[src/rtl/core/glvdm_pkg.sv]
// ----------------------------------------------------------------------------
// glvdm_pkg
// Shared constants and types for the GLV lambda divide/modulo pipeline.
// ----------------------------------------------------------------------------
package glvdm_pkg;

  // limb arithmetic
  localparam int LimbW   = 30;
  localparam int NumLimb = 5;
  localparam int ProdW   = 2 * LimbW;
  localparam int ColW    = ProdW + 3;

  // scalar >> HShift feeds the estimate
  localparam int HShift  = 121;
  localparam int ScalarW = 256;

  // estimate columns 3..8 are formed
  localparam int FirstCol = 3;
  localparam int NumCol   = 6;
  localparam int EstW     = 150;
  localparam int EstShift = 16;
  localparam int QuoEstW  = EstW - EstShift;

  localparam int QuoW = 128;
  localparam int RemW = 144;

  localparam int CorrSteps = 4;

  // pipeline sizes
  localparam int FrontStages = 4;
  localparam int QueueDepth  = 4;
  localparam int BackStages  = 4 + CorrSteps;

  localparam logic [126:0] Lambda = 127'h452217CC_90000001_0A118000_00000000;

  // lambda in 30-bit limbs, least significant first
  localparam logic [LimbW-1:0] LamLimb [NumLimb] = '{
    30'h00000000, 30'h28460000, 30'h00000010, 30'h0885F324, 30'h00000045
  };

  // floor(2^257 / lambda) in 30-bit limbs, least significant first
  localparam logic [LimbW-1:0] RecipLimb [NumLimb] = '{
    30'h1F203058, 30'h3B976995, 30'h3A6E2C0F, 30'h3BD54B4F, 30'h00000767
  };

  // request passed from the estimate front to the back
  typedef struct packed {
    logic [RemW-1:0]    scalar;
    logic [QuoEstW-1:0] quo_est;
  } front_item_t;

endpackage

[src/rtl/core/glvdm_queue.sv]
// ----------------------------------------------------------------------------
// glvdm_queue
// Small FIFO between the estimate front and the multiply-back pipeline.
// ----------------------------------------------------------------------------
module glvdm_queue
  import glvdm_pkg::*;
(
  input  logic        clk,
  input  logic        rst,
  input  logic        push,
  input  front_item_t push_item,
  output logic        full,
  input  logic        pop,
  output logic        not_empty,
  output front_item_t head_item
);

  localparam int PtrW = $clog2(QueueDepth);
  localparam int CntW = $clog2(QueueDepth + 1);

  front_item_t     mem [QueueDepth];
  logic [PtrW-1:0] wr_ptr;
  logic [PtrW-1:0] rd_ptr;
  logic [CntW-1:0] count;

  assign full      = (count == CntW'(QueueDepth));
  assign not_empty = (count != '0);
  assign head_item = mem[rd_ptr];

  // pointers and fill count
  always_ff @(posedge clk) begin
    if (rst) begin
      wr_ptr <= '0;
      rd_ptr <= '0;
      count  <= '0;
    end else begin
      if (push) begin
        wr_ptr <= (wr_ptr == PtrW'(QueueDepth - 1)) ? '0 : wr_ptr + 1'b1;
      end
      if (pop) begin
        rd_ptr <= (rd_ptr == PtrW'(QueueDepth - 1)) ? '0 : rd_ptr + 1'b1;
      end
      if (push && !pop) begin
        count <= count + 1'b1;
      end else if (pop && !push) begin
        count <= count - 1'b1;
      end
    end
  end

  // storage
  always_ff @(posedge clk) begin
    if (push) begin
      mem[wr_ptr] <= push_item;
    end
  end

endmodule

[config.mk]
export PLATFORM = sky130hd
export DESIGN_NAME = glvdm_queue
export DESIGN_NICKNAME = d
export VERILOG_FILES = /design/src/rtl/core/glvdm_pkg.sv /design/src/rtl/core/glvdm_queue.sv
export SDC_FILE = /design/constraint.sdc
export NUM_CORES = 1
export LEC_CHECK = 0
export BUFFER_PORTS_ARGS = -buffer_cell sky130_fd_sc_hd__buf_2
export CORE_MARGIN = 2
export CORE_UTILIZATION = 50
export DETAILED_ROUTE_END_ITERATION = 6
export GPL_ROUTABILITY_DRIVEN = 0
export GPL_TIMING_DRIVEN = 0
export PLACE_DENSITY = 0.81
export RECOVER_POWER = 25
export SYNTH_ARGS = -nofsm -noshare
export SYNTH_HDL_FRONTEND = slang
export SYNTH_SLANG_ARGS = --single-unit
[constraint.sdc]
create_clock -name clk -period 7.85 [get_ports clk]
set_input_delay 0.3925 -clock clk [delete_from_list [all_inputs] [get_ports clk]]
set_output_delay 0.3925 -clock clk [all_outputs]
set_load 0.02 [all_outputs]
After elaboration in Yosys (flattened, before gate mapping)
Memory sizes are Yosys's and may differ from the RTL's. A register that Yosys moved wholly into a read port is not among the register bits.
Index checks and enable logic that the tools add are counted.
{"block": "totals", "reg_bits": 7, "latchBits": 0, "mem_bits_rw": 1112, "romBits": 0, "input_bits": 282, "output_inout_bits": 280, "wordCells": 25, "mem_count": 1}
{"memory": "mem", "words": 4, "word_bits": 278, "rd": 1, "rd_ports_with_merged_regs": 1, "write_ports": 1, "line": "glvdm_queue.sv:21", "text": "front_item_t mem [QueueDepth];"}
{"block": "op_classes", "add_sub_neg": 4, "multipliers": 0, "div": 0, "order_cmp": 0, "eq_ne": 3, "n_shift": 0, "mux": 8, "bitwise_logic": 0, "n_reduce_logical": 6}
{"cell": "2-bit two-way mux", "count": 4}
{"cell": "3-bit two-way mux", "count": 2}
{"cell": "2-bit by 1-bit adder with 2-bit output (second input constant)", "count": 2}
{"cell": "2-bit == test (second input constant)", "count": 2}
{"cell": "3-bit by 1-bit adder with 3-bit output (second input constant)", "count": 1}
{"cell": "3-bit == test (second input constant)", "count": 1}
{"cell": "3-bit nonzero test", "count": 1}
{"cell": "3-bit by 1-bit subtractor with 3-bit output (second input constant)", "count": 1}
{"cell": "1-bit logical AND", "count": 2}
{"cell": "1-bit logical NOT", "count": 2}
{"cell": "1-bit two-way mux", "count": 2}
{"cell": "2-bit nonzero test", "count": 1}

Depth between registers and ports, before layout
Gate-level depths: netlist of run 1.
{"block": "logic_depth", "depth_word": 4, "ltp_mapped": 7}

Worst setup path after synthesis of run 1
Ideal clock, no wire load.
{"block": "synth_path", "path_kind": "reg-to-reg", "start": "reg wr_ptr[0]", "end": "mem mem[0][0] (netlist name) (enable)", "arrival_ps": 6837, "required_time_ps": 7177, "slack_ps": 340, "path_stages_with_launch": 4, "n_path_buf": 0, "synth_period_minus_slack_ps": 7510, "cell_sequence": "dfxtp_1 -> inv_1 -> ha_1 -> and2_1"}
{"element": "from (decl)", "line": "glvdm_queue.sv:22", "text": "logic [PtrW-1:0] wr_ptr;"}
{"element": "from (signal assigned)", "line": "glvdm_queue.sv:38", "text": "wr_ptr <= (wr_ptr == PtrW'(QueueDepth - 1)) ? '0 : wr_ptr + 1'b1;"}
{"element": "to (decl)", "line": "glvdm_queue.sv:21"}
Straight into the memory's write port.

==> results of run 1 <==
cells by family (layout without fill, tap and decap cells):
logic type | count (synthesis) | count (layout) | share of synthesized area
buf+inv | 66 | 1122 | 0.01182
mux | 282 | 282 | 0.1554
compound gates | 3 | 3 | 0.0003701
other cells | 0 | 10 | 0
fa+ha+maj | 7 | 7 | 0.002344
simple gates | 15 | 15 | 0.001943
flops | 1121 | 1121 | 0.8277
xor+xnor | 2 | 2 | 0.0004320
metal layers:
metal	wire [um]	GRT usage	vias to the layer above
li1	-	-	8494
met1	33390	0.2686	10580
met2	51740	0.4026	1029
met3	6701	0.04622	244
met4	4709	0.1058	2
met5	13	0	-
synthesized netlist by cell type:
| master | number |
|---|---|
| ha_1 | 6 |
| o21ai_0 | 1 |
| fa_1 | 1 |
| mux2i_1 | 4 |
| xor2_1 | 2 |
| clkbuf_1 | 7 |
| mux4_2 | 278 |
| and2_1 | 4 |
| dfxtp_1 | 9 |
| buf_2 | 29 |
| nor2_1 | 7 |
| inv_1 | 4 |
| buf_6 | 26 |
| a21oi_1 | 2 |
| edfxtp_1 | 1112 |
| nor3b_1 | 2 |
| or3_1 | 2 |
where the power goes:
group	internal [mW]	leakage [nW]	total, mW	switching, mW
logic	0.593	5.10	1.46	0.866
registers	6.87	10.3	6.94	0.0705
clock network	2.69	1.61	4.88	2.19
flip-flops by register name, indices dropped and copies added, names as in the netlist, named ones only:
register  cells
mem        1112
wr_ptr        2
count         3
rd_ptr        2
per-stage QoR:
| step | hold WS (ns) | setup WS (ns) | instance area (sq um) |
|---|---|---|---|
| floorplan | 0.4553 | 0.3397 | 40560 |
| global placement | 0.4894 | -4.256 | 44690 |
| detailed placement | 0.5020 | 4.532 | 45250 |
| CTS | 0.02853 | 3.772 | 51360 |
| global route | 0.09117 | 3.763 | 51160 |
| finish | 0.1014 | 3.888 | 51170 |
area by class of cell:
cell class	instances	area share
Sequential cell	1121	0.6561
Multi-Input combinational cell	309	0.1274
Timing Repair Buffer	860	0.1159
Clock buffer	134	0.05431
Tap cell	1060	0.02592
Clock inverter	62	0.01054
Buffer	62	0.009072
Antenna cell	10	0.0004891
Inverter	4	0.0002934
critical path: stages (launching register included):
cell      delay [ns]
dfxtp_1         0.31
buf_2           0.35
clkbuf_1        1.04
buf_2           0.47
mux4_2          0.49
buf_2           0.21
final timing paths:
check	end	slack, ns	cells after the start
setup / recovery	head_item[163]	3.89	5
hold / removal	flip-flop	0.10	3
setup reg to reg	mem[3][128]$_DFFE_PP_	5.21	5
hold reg to reg	wr_ptr[1]$_SDFFE_PP0P_	0.57	2
==> impl_results.md, run 1 <==
- Outcome: complete, no violations
- Detailed Place HPWL: 57,060 um
- Path category of the worst min-delay check: in2reg
- Drt wl/cell: 26.66 um
- Synth top area cells: edfxtp_1 (82%), mux4_2 (15%), buf_6 (0.72%)
- Final hold violation count: 0
- Placed cells: roughly 3,100
- Multi-input gate area: 6518 sq um
- Slew HR: 0.09228
- IO buf count: about 560
- Nets@finish: approximately 2,800
- GRT Residual Overflow: 0
- Max Slew Vio Count: 0
- Synth-to-Final Area Change: 26.15%
- Period minus WS final: ~4 ns
- Tightest Pin Transition: 1.362 ns
- FF-to-FF Start: wr_ptr[0]$_SDFFE_PP0P_
- Post-Syn Area per Cell: 27.11 sq um
- Final setup viols: 0
- Share of layout cells above drive strength 1: 0.3499
- Hold_buf cts: 279
- Max IR drop VDD: approximately 0.00025 V
- Flop and latch count out of synthesis: 1,121
- Max-cap viol count: 0
- Startpoint types: flip-flop
- Vias in the first global route: 22,070
- Synth Instances: 1,496
- Residual antenna-violating net count after detailed routing: 0
- Sequential share of the synthesized area: 0.8277
- TNS Setup: 0 ns
- Fin crit share: 0.5047
- Total Power: ~13 mW
- Seq. cell area: 33,570 sq um
- Yosys top cell area share: 0.8233
- Global-route wire length before repair: 139,400 um
- Max FO, Critical Path: 10
- RSZ-0062 raised after global routing: false
- Ports: 562
- WP data required: 7.46 ns
- Later-pin clock latency in the skew report: 0.66 ns
- Die area: 83,410 sq um
- Largest net degree at the start of global routing: 61
- CTS Buffer Depth: 3
- Netlist cell types: 17
- Row count: 104
- Avg Vias per Cell: 5.619
- Cts repair resizes: 0
- Power density over the cells: 259.5 nW/um^2
- Initial antenna violation count: 8
- Root Buffer: clkbuf_16
- Die span in y: 288.8 um
- CTS Buf Count: between 100 and 150
- Synth area leader: edfxtp_1
- CTS clk-pin slew, worst paths: ~0.060 ns
- Final core occ: 0.6363
- DRT Pass-1 Iters: 7
- Worst EP arrival: 3.57 ns
- DRT Wirelength: 96,560 um
- Syn_nets: 1,785
- Starting Density: 0.5044
- Post-CTS Setup Bufs: 0
- DRC: 0
- Die Wd: 288.8 um
- Mapped Area: 40,560 sq um
- Fillers: 5,160
- Total track usage: 0.2276
- Non-Filler Instances: 3,622
- CTS tree: yes
- Final Skew: 0.04774 ns
- Vias post-DR: 20,350
- Pleak: 17.00 nW
- Most frequent cells in the layout: edfxtp_1 (1,112), buf_2 (418), dlygate4sd3_1 (279), mux4_2 (278), clkbuf_1 (206)
- Ys Warns: 0
- Starting DRT DRC Count: 1,791
- Commonest non-fill, non-tap cell in the layout: edfxtp_1
- Clock sink count: 1,121
- Kind of critical path: reg2out
- Core Region: 80,420 sq um
- Htree depth: 3
- Crit end category: output port
- Max Fclk: 0.2524 GHz
- Hold_sp: pop
Note: power is estimated with default switching activity, not from simulation.
==> inputs of run 2 (changes only) <==
--- a/config.mk
+++ b/config.mk
@@ -11,7 +11,7 @@
 export DETAILED_ROUTE_END_ITERATION = 6
 export GPL_ROUTABILITY_DRIVEN = 0
 export GPL_TIMING_DRIVEN = 0
-export PLACE_DENSITY = 0.81
+export PLACE_DENSITY = 0.78
 export RECOVER_POWER = 25
 export SYNTH_ARGS = -nofsm -noshare
 export SYNTH_HDL_FRONTEND = slang
==> constraint.sdc (replaced) <==
create_clock -name clk -period 4.16 [get_ports clk]
set_input_delay 0.208 -clock clk [delete_from_list [all_inputs] [get_ports clk]]
set_output_delay 0.208 -clock clk [all_outputs]
set_load 0.02 [all_outputs]
==> run 2 against run 1 <==
- via count decreased by 0.85%
- count of clock-buffer cells in the layout fell by 15
- sequential cell count is the same
- sequential share of layout area shrank 0.36 points
- total power rose by 93%
- die area did not move
- core utilization rose by 0.35 points
- critical path type unchanged
- largest power group unchanged
==> impl_results.md, run 2 (synthesis gave the netlist of run 1 again) <==
- Outcome: complete, no violations
- Die span in y: 288.8 um
- Kind of critical path: reg2out
- Max reg flops: between 1,000 and 1,500
- Row count: 104
- Total track usage: 0.2231
- Synth-to-Final Area Change: 26.85%
- Die area: roughly 83,000 sq um
- Largest Register: mem
- Max Fclk: 0.2833 GHz
- Share of layout cells above drive strength 1: 0.3593
- Later-pin clock latency in the skew report: 0.65 ns
- Worst Slack Setup Final: around 0.63 ns
- Initial antenna violation count: 11
- Period minus WS final: between 3 and 4 ns
- Commonest non-fill, non-tap cell in the layout: edfxtp_1
- CTS clk-pin slew, worst paths: 0.06 ns
- Fin crit share: 0.8486
- Detailed Place HPWL: roughly 55,000 um
- Core Region: 80,420 sq um
- Nets@finish: 2,754
- Clock sink count: between 1,000 and 1,500
- Ports: 562
- Htree depth: 3
- WP data required: around 4 ns
- Startpoint types: flip-flop
- Cts repair resizes: 0
- Max IR drop VDD: between 0.0004 and 0.0005 V
- Avg Vias per Cell: approximately 5.6
- Pre-CTS setup slack: 1.168 ns
- Root Buffer: clkbuf_16
- Starting Density: 0.5044
- Crit end category: output port
- Max FO, Critical Path: 10
- Final setup viols: 0
- CTS tree: yes
- IO buf count: 561
- Max Slew Vio Count: 0
- Die Wd: 288.8 um
- Placed cells: roughly 3,100
- DRC: 0
- Total Power: 25.62 mW
- CTS Buf Count: 105
- CTS Buffer Depth: 3
- Final Skew: 0.02934 ns
- DRT Wirelength: 94,410 um
- Vias in the first global route: 21,920
- Residual antenna-violating net count after detailed routing: 0
- DRT Pass-1 Iters: 5
- Starting DRT DRC Count: 1,625
- Path category of the worst min-delay check: in2reg
- Tightest Pin Transition: 1.247 ns
- Non-Filler Instances: 3,619
- Drt wl/cell: 26.09 um
- Power density over the cells: 498.0 nW/um^2
- Largest net degree at the start of global routing: 58
- Vias post-DR: 20,180
- Worst EP arrival: 3.32 ns
- Most frequent cells in the layout: edfxtp_1 (1,112), buf_2 (427), dlygate4sd3_1 (281), mux4_2 (278), clkbuf_1 (182)
- GRT Residual Overflow: 0
- Regs by FF count: mem: 1112 flops, count: 3 flops
- RSZ-0062 raised after global routing: false
- Slew HR: 0.1685
- Max-cap viol count: 0
- Hold_ws: about 0.33 ns
- Global-route wire length before repair: 137,100 um
- Pleak: 17.15 nW
- Final hold violation count: 0
run 2: timing repair:
action / in CTS / in global routing
hold buffers: 281 / 0
setup buffers: 0 / 0
hold endpoints to repair: 1121 / 0
run 2: metrics by stage:
stage / setup TNS, ns / cell area (sq um) / utilization
2_1_floorplan: 0 / 40570 / -
3_5_place_dp: 0 / 45250 / 0.5627
6_report: 0 / 51450 / 0.6398
3_3_place_gp: -139.93 / 44700 / 0.5559
4_1_cts: 0 / 51630 / 0.6421
5_1_grt: 0 / 51450 / 0.6398
run 2: path summary, 6_finish.rpt:
| check | startpoint | endpoint | slack (ns) | depth (start not counted) |
|---|---|---|---|---|
| min | push_item[105] | mem[0][105]$_DFFE_PP_ | 0.33 | 2 |
| max | flip-flop | head_item[195] | 0.63 | 5 |
| max reg2reg | wr_ptr[0]$_SDFFE_PP0P_ | mem[2][122]$_DFFE_PP_ | 1.51 | 6 |
| min reg2reg | count[2]$_SDFFE_PP0P_ | count[2]$_SDFFE_PP0P_ | 0.56 | 2 |
run 2: area by class of cell:
cell class              count  area, sq um
clock buffers             119         2711
fillers                  5143        28970
well taps                1060         1326
plain buffers              62        464.2
repair buffers            862         5967
clock inverters            75        857.1
multi-input cells         309         6518
flip-flops and latches   1121        33570
inverters                   4        15.01
diodes                      7        17.52
run 2: power breakdown:
group	internal, mW	total (mW)	switching, mW
clock	5.65	9.80	4.15
combinational	1.12	2.74	1.62
sequential	13.0	13.1	0.135
total	19.7	25.6	5.90
run 2: layer usage:
layer / routed length, um / GRT usage / up-vias / share of wire
met2: 50370 / 0.3950 / 965 / 0.53
met3: 7240 / 0.05709 / 237 / 0.077
li1: - / - / 8492 / -
met5: 29 / 0 / - / 0.00031
met1: 32380 / 0.2563 / 10480 / 0.34
met4: 4393 / 0.09961 / 6 / 0.047
run 2: critical path, stage by stage (launching register included):
cell and delay, ns:
dfxtp_1 0.31, buf_2 0.29, clkbuf_1 0.96, buf_2 0.51
mux4_2 0.39, buf_2 0.19
==> inputs of run 3 (changes only) <==
--- a/config.mk
+++ b/config.mk
@@ -5,6 +5,7 @@
 export SDC_FILE = /design/constraint.sdc
 export NUM_CORES = 1
 export LEC_CHECK = 0
+export ABC_AREA = 1
 export BUFFER_PORTS_ARGS = -buffer_cell sky130_fd_sc_hd__buf_2
 export CORE_MARGIN = 2
 export CORE_UTILIZATION = 50
==> constraint.sdc (replaced) <==
create_clock -name clk -period 3.4 [get_ports clk]
set_input_delay 0.17 -clock clk [delete_from_list [all_inputs] [get_ports clk]]
set_output_delay 0.17 -clock clk [all_outputs]
set_load 0.02 [all_outputs]
==> run 3 against run 2 <==
- core utilization shrank 0.49 points
- sequential cell count is the same
- sequential share of layout area shrank 1.7 points
- critical path type unchanged
==> impl_results.md, run 3 <==
- Final setup viols: 0
- Seq. cell area: 33,570 sq um
- Worst EP arrival: 2.85 ns
- Largest Register: mem
- Pre-CTS setup slack: 0.8624 ns
- Yosys top cell area share: 0.7987
- Vias post-DR: 28,120
- Final Skew: 0.05788 ns
- Ys flop type: edfxtp_1
- Synth area leader: edfxtp_1
- Die span in y: 293.2 um
- Nets@finish: 4,024
- Tightest Pin Transition: 0.8483 ns
- Global-route wire length before repair: 167,800 um
- Starting Density: 0.5028
- Max FO, Critical Path: 10
- Htree depth: 3
- Kind of critical path: reg2out
- Drt wl/cell: 23.54 um
- Syn_nets: 3,037
- Regs by FF count: mem: 1112 flops, count: 3 flops
- DRT Pass-1 Iters: 6
- DRC: 0
- Initial antenna violation count: 17
- Starting DRT DRC Count: 2,950
- RSZ-0062 raised after global routing: false
- Fillers: 5,680
- Crit end category: output port
- Later-pin clock latency in the skew report: 0.68 ns
- Root Buffer: clkbuf_16
- Share of layout cells above drive strength 1: 0.1821
- Met3 WL: 10,620 um
- WP data required: 3.23 ns
- TNS Setup: 0 ns
- Most common cell in the netlist: edfxtp_1
- Fin crit share: 0.8885
- IO buf count: 561
- Residual antenna-violating net count after detailed routing: 0
- Max-cap viol count: 0
- Routed metal-1 wirelength: between 40,000 and 50,000 um
- Worst Slack Setup Final: 0.3789 ns
- Max Slew Vio Count: 0
- Max layer used: met5
- Clock sink count: 1,121
- Synth-to-Final Area Change: 26.27%
- Met2 Wirelength: about 57,000 um
- CTS Buf Count: between 100 and 150
- Die area: 85,950 sq um
- Vias in the first global route: 27,900
- Outcome: complete, no violations
- R2r setup slk: 0.79 ns
- Commonest non-fill, non-tap cell in the layout: edfxtp_1
- Ys async rst share: 0
- Post-Syn Area per Cell: between 15 and 20 sq um
- Row count: 106
- CTS tree: yes
- Path category of the worst min-delay check: in2reg
- Flop and latch count out of synthesis: 1,121
- Startpoint types: flip-flop
- Avg Vias per Cell: 5.712
- Total track usage: 0.2601
- DRT Wirelength: between 100,000 and 150,000 um
- Top cells by count, synth: edfxtp_1 (1,112), nor2_1 (565), o21ai_0 (358), o22ai_1 (278), o21ai_1 (201)
- Max reg flops: 1,112
- GRT Residual Overflow: 0
- Die Wd: 293.2 um
- Final core occ: 0.6349
- Power density over the cells: roughly 600 nW/um^2
- Max IR drop VDD: 0.0005730 V
- Mapped Area: 41,810 sq um
- Sequential share of the synthesized area: 0.8030
- Pleak: roughly 18 nW
- Synth top area cells: edfxtp_1 (80%), nor2_1 (5.1%), o21ai_0 (4.3%)
- Ports: 562
- Largest net degree at the start of global routing: 38
- Detailed Place HPWL: roughly 70,000 um
- CTS clk-pin slew, worst paths: about 0.07 ns
- Core Region: 83,160 sq um
- Final hold violation count: 0
- Netlist cell types: 23
- Slew HR: 0.4345
- Ys Warns: 0
- Multi-input gate area: 6852 sq um
- Cts repair resizes: 0
- CTS Buffer Depth: 3
- Synth Instances: 2,748
- Post-synth EDFFs: 1,112
- Period minus WS final: 3.021 ns
- Most frequent cells in the layout: edfxtp_1 (1,112), nor2_1 (565), buf_2 (422), o21ai_0 (358), dlygate4sd3_1 (282)
- Max Fclk: 0.3310 GHz
[run 3: cell types whose count changed after synthesis, sizes merged, moves of 9 or more]
cell	delta
inv	+11
o21ai	+558
o22ai	+278
nand2	+9
buf	+45
mux4	-278
clkbuf	+77
nor2	+558
[run 3: area by class of cell]
cell class / instances / area share
clock buffers: 127 / 0.05254
well taps: 1080 / 0.02560
clock inverters: 70 / 0.01261
multi-input cells: 1427 / 0.1298
plain buffers: 184 / 0.02505
flip-flops and latches: 1121 / 0.6360
repair buffers: 877 / 0.1158
inverters: 16 / 0.001754
diodes: 20 / 0.0009480
[run 3: logic make-up (layout without fill, tap and decap cells)]
| family | Yosys count | in the layout | synth area share |
|---|---|---|---|
| flip-flops | 1121 | 1121 | 0.8030 |
| AO/OA/AOI/OAI | 840 | 840 | 0.1089 |
| AND/OR/NAND/NOR | 579 | 579 | 0.05216 |
| buffers and inverters | 200 | 1274 | 0.03349 |
| adder cells (fa/ha/maj) | 7 | 7 | 0.002274 |
| XOR/XNOR | 1 | 1 | 0.0002095 |
| other | 0 | 20 | 0 |
[run 3: layer usage]
| metal | up-vias | track usage |
|---|---|---|
| met5 | - | 0 |
| met4 | 10 | 0.1218 |
| met3 | 347 | 0.05560 |
| met2 | 1661 | 0.4365 |
| met1 | 13640 | 0.3244 |
| li1 | 12460 | - |
[run 3: timing repair]
action | CTS | global route
buffers inserted | 0 | 0
hold endpoints to repair | 1121 | 0
hold buffers | 282 | 0
[run 3: worst max-delay path, cell delays in order (launching register included)]
cell,delay (ns)
dfxtp_1,0.33
buf_6,0.19
buf_6,0.20
clkbuf_1,0.66
o21ai_0,0.20
o22ai_1,0.28
buf_2,0.30
[run 3: path summary, 6_finish.rpt]
check	endpoint	cells past startpoint	startpoint
worst max-delay path	head_item[142]	6	flip-flop
worst min-delay path	mem[3][241]$_DFFE_PP_	2	push_item[241]
worst max register to register	mem[2][87]$_DFFE_PP_	7	wr_ptr[0]$_SDFFE_PP0P_
worst min register to register	wr_ptr[1]$_SDFFE_PP0P_	2	wr_ptr[1]$_SDFFE_PP0P_
[run 3: where the power goes]
part           switching [mW]  total (mW)  internal, mW
logic                    2.77        4.08          1.32
registers               0.135        15.9          15.8
clock network            5.11        11.6          6.53
[run 3: stage by stage]
step | hold WS [ns] | total power [mW] | std cells | cell area, sq um
after floorplan | 0.2350 | 18.37 | 2748 | 41840
after global routing | 0.2759 | 32.57 | 4915 | 52780
after global placement | 0.3817 | 19.97 | 4389 | 46000
after detailed placement | 0.3839 | 19.96 | 4423 | 46690
after CTS | 0.1934 | 31.65 | 4902 | 52950
final | 0.2840 | 31.67 | 4922 | 52790
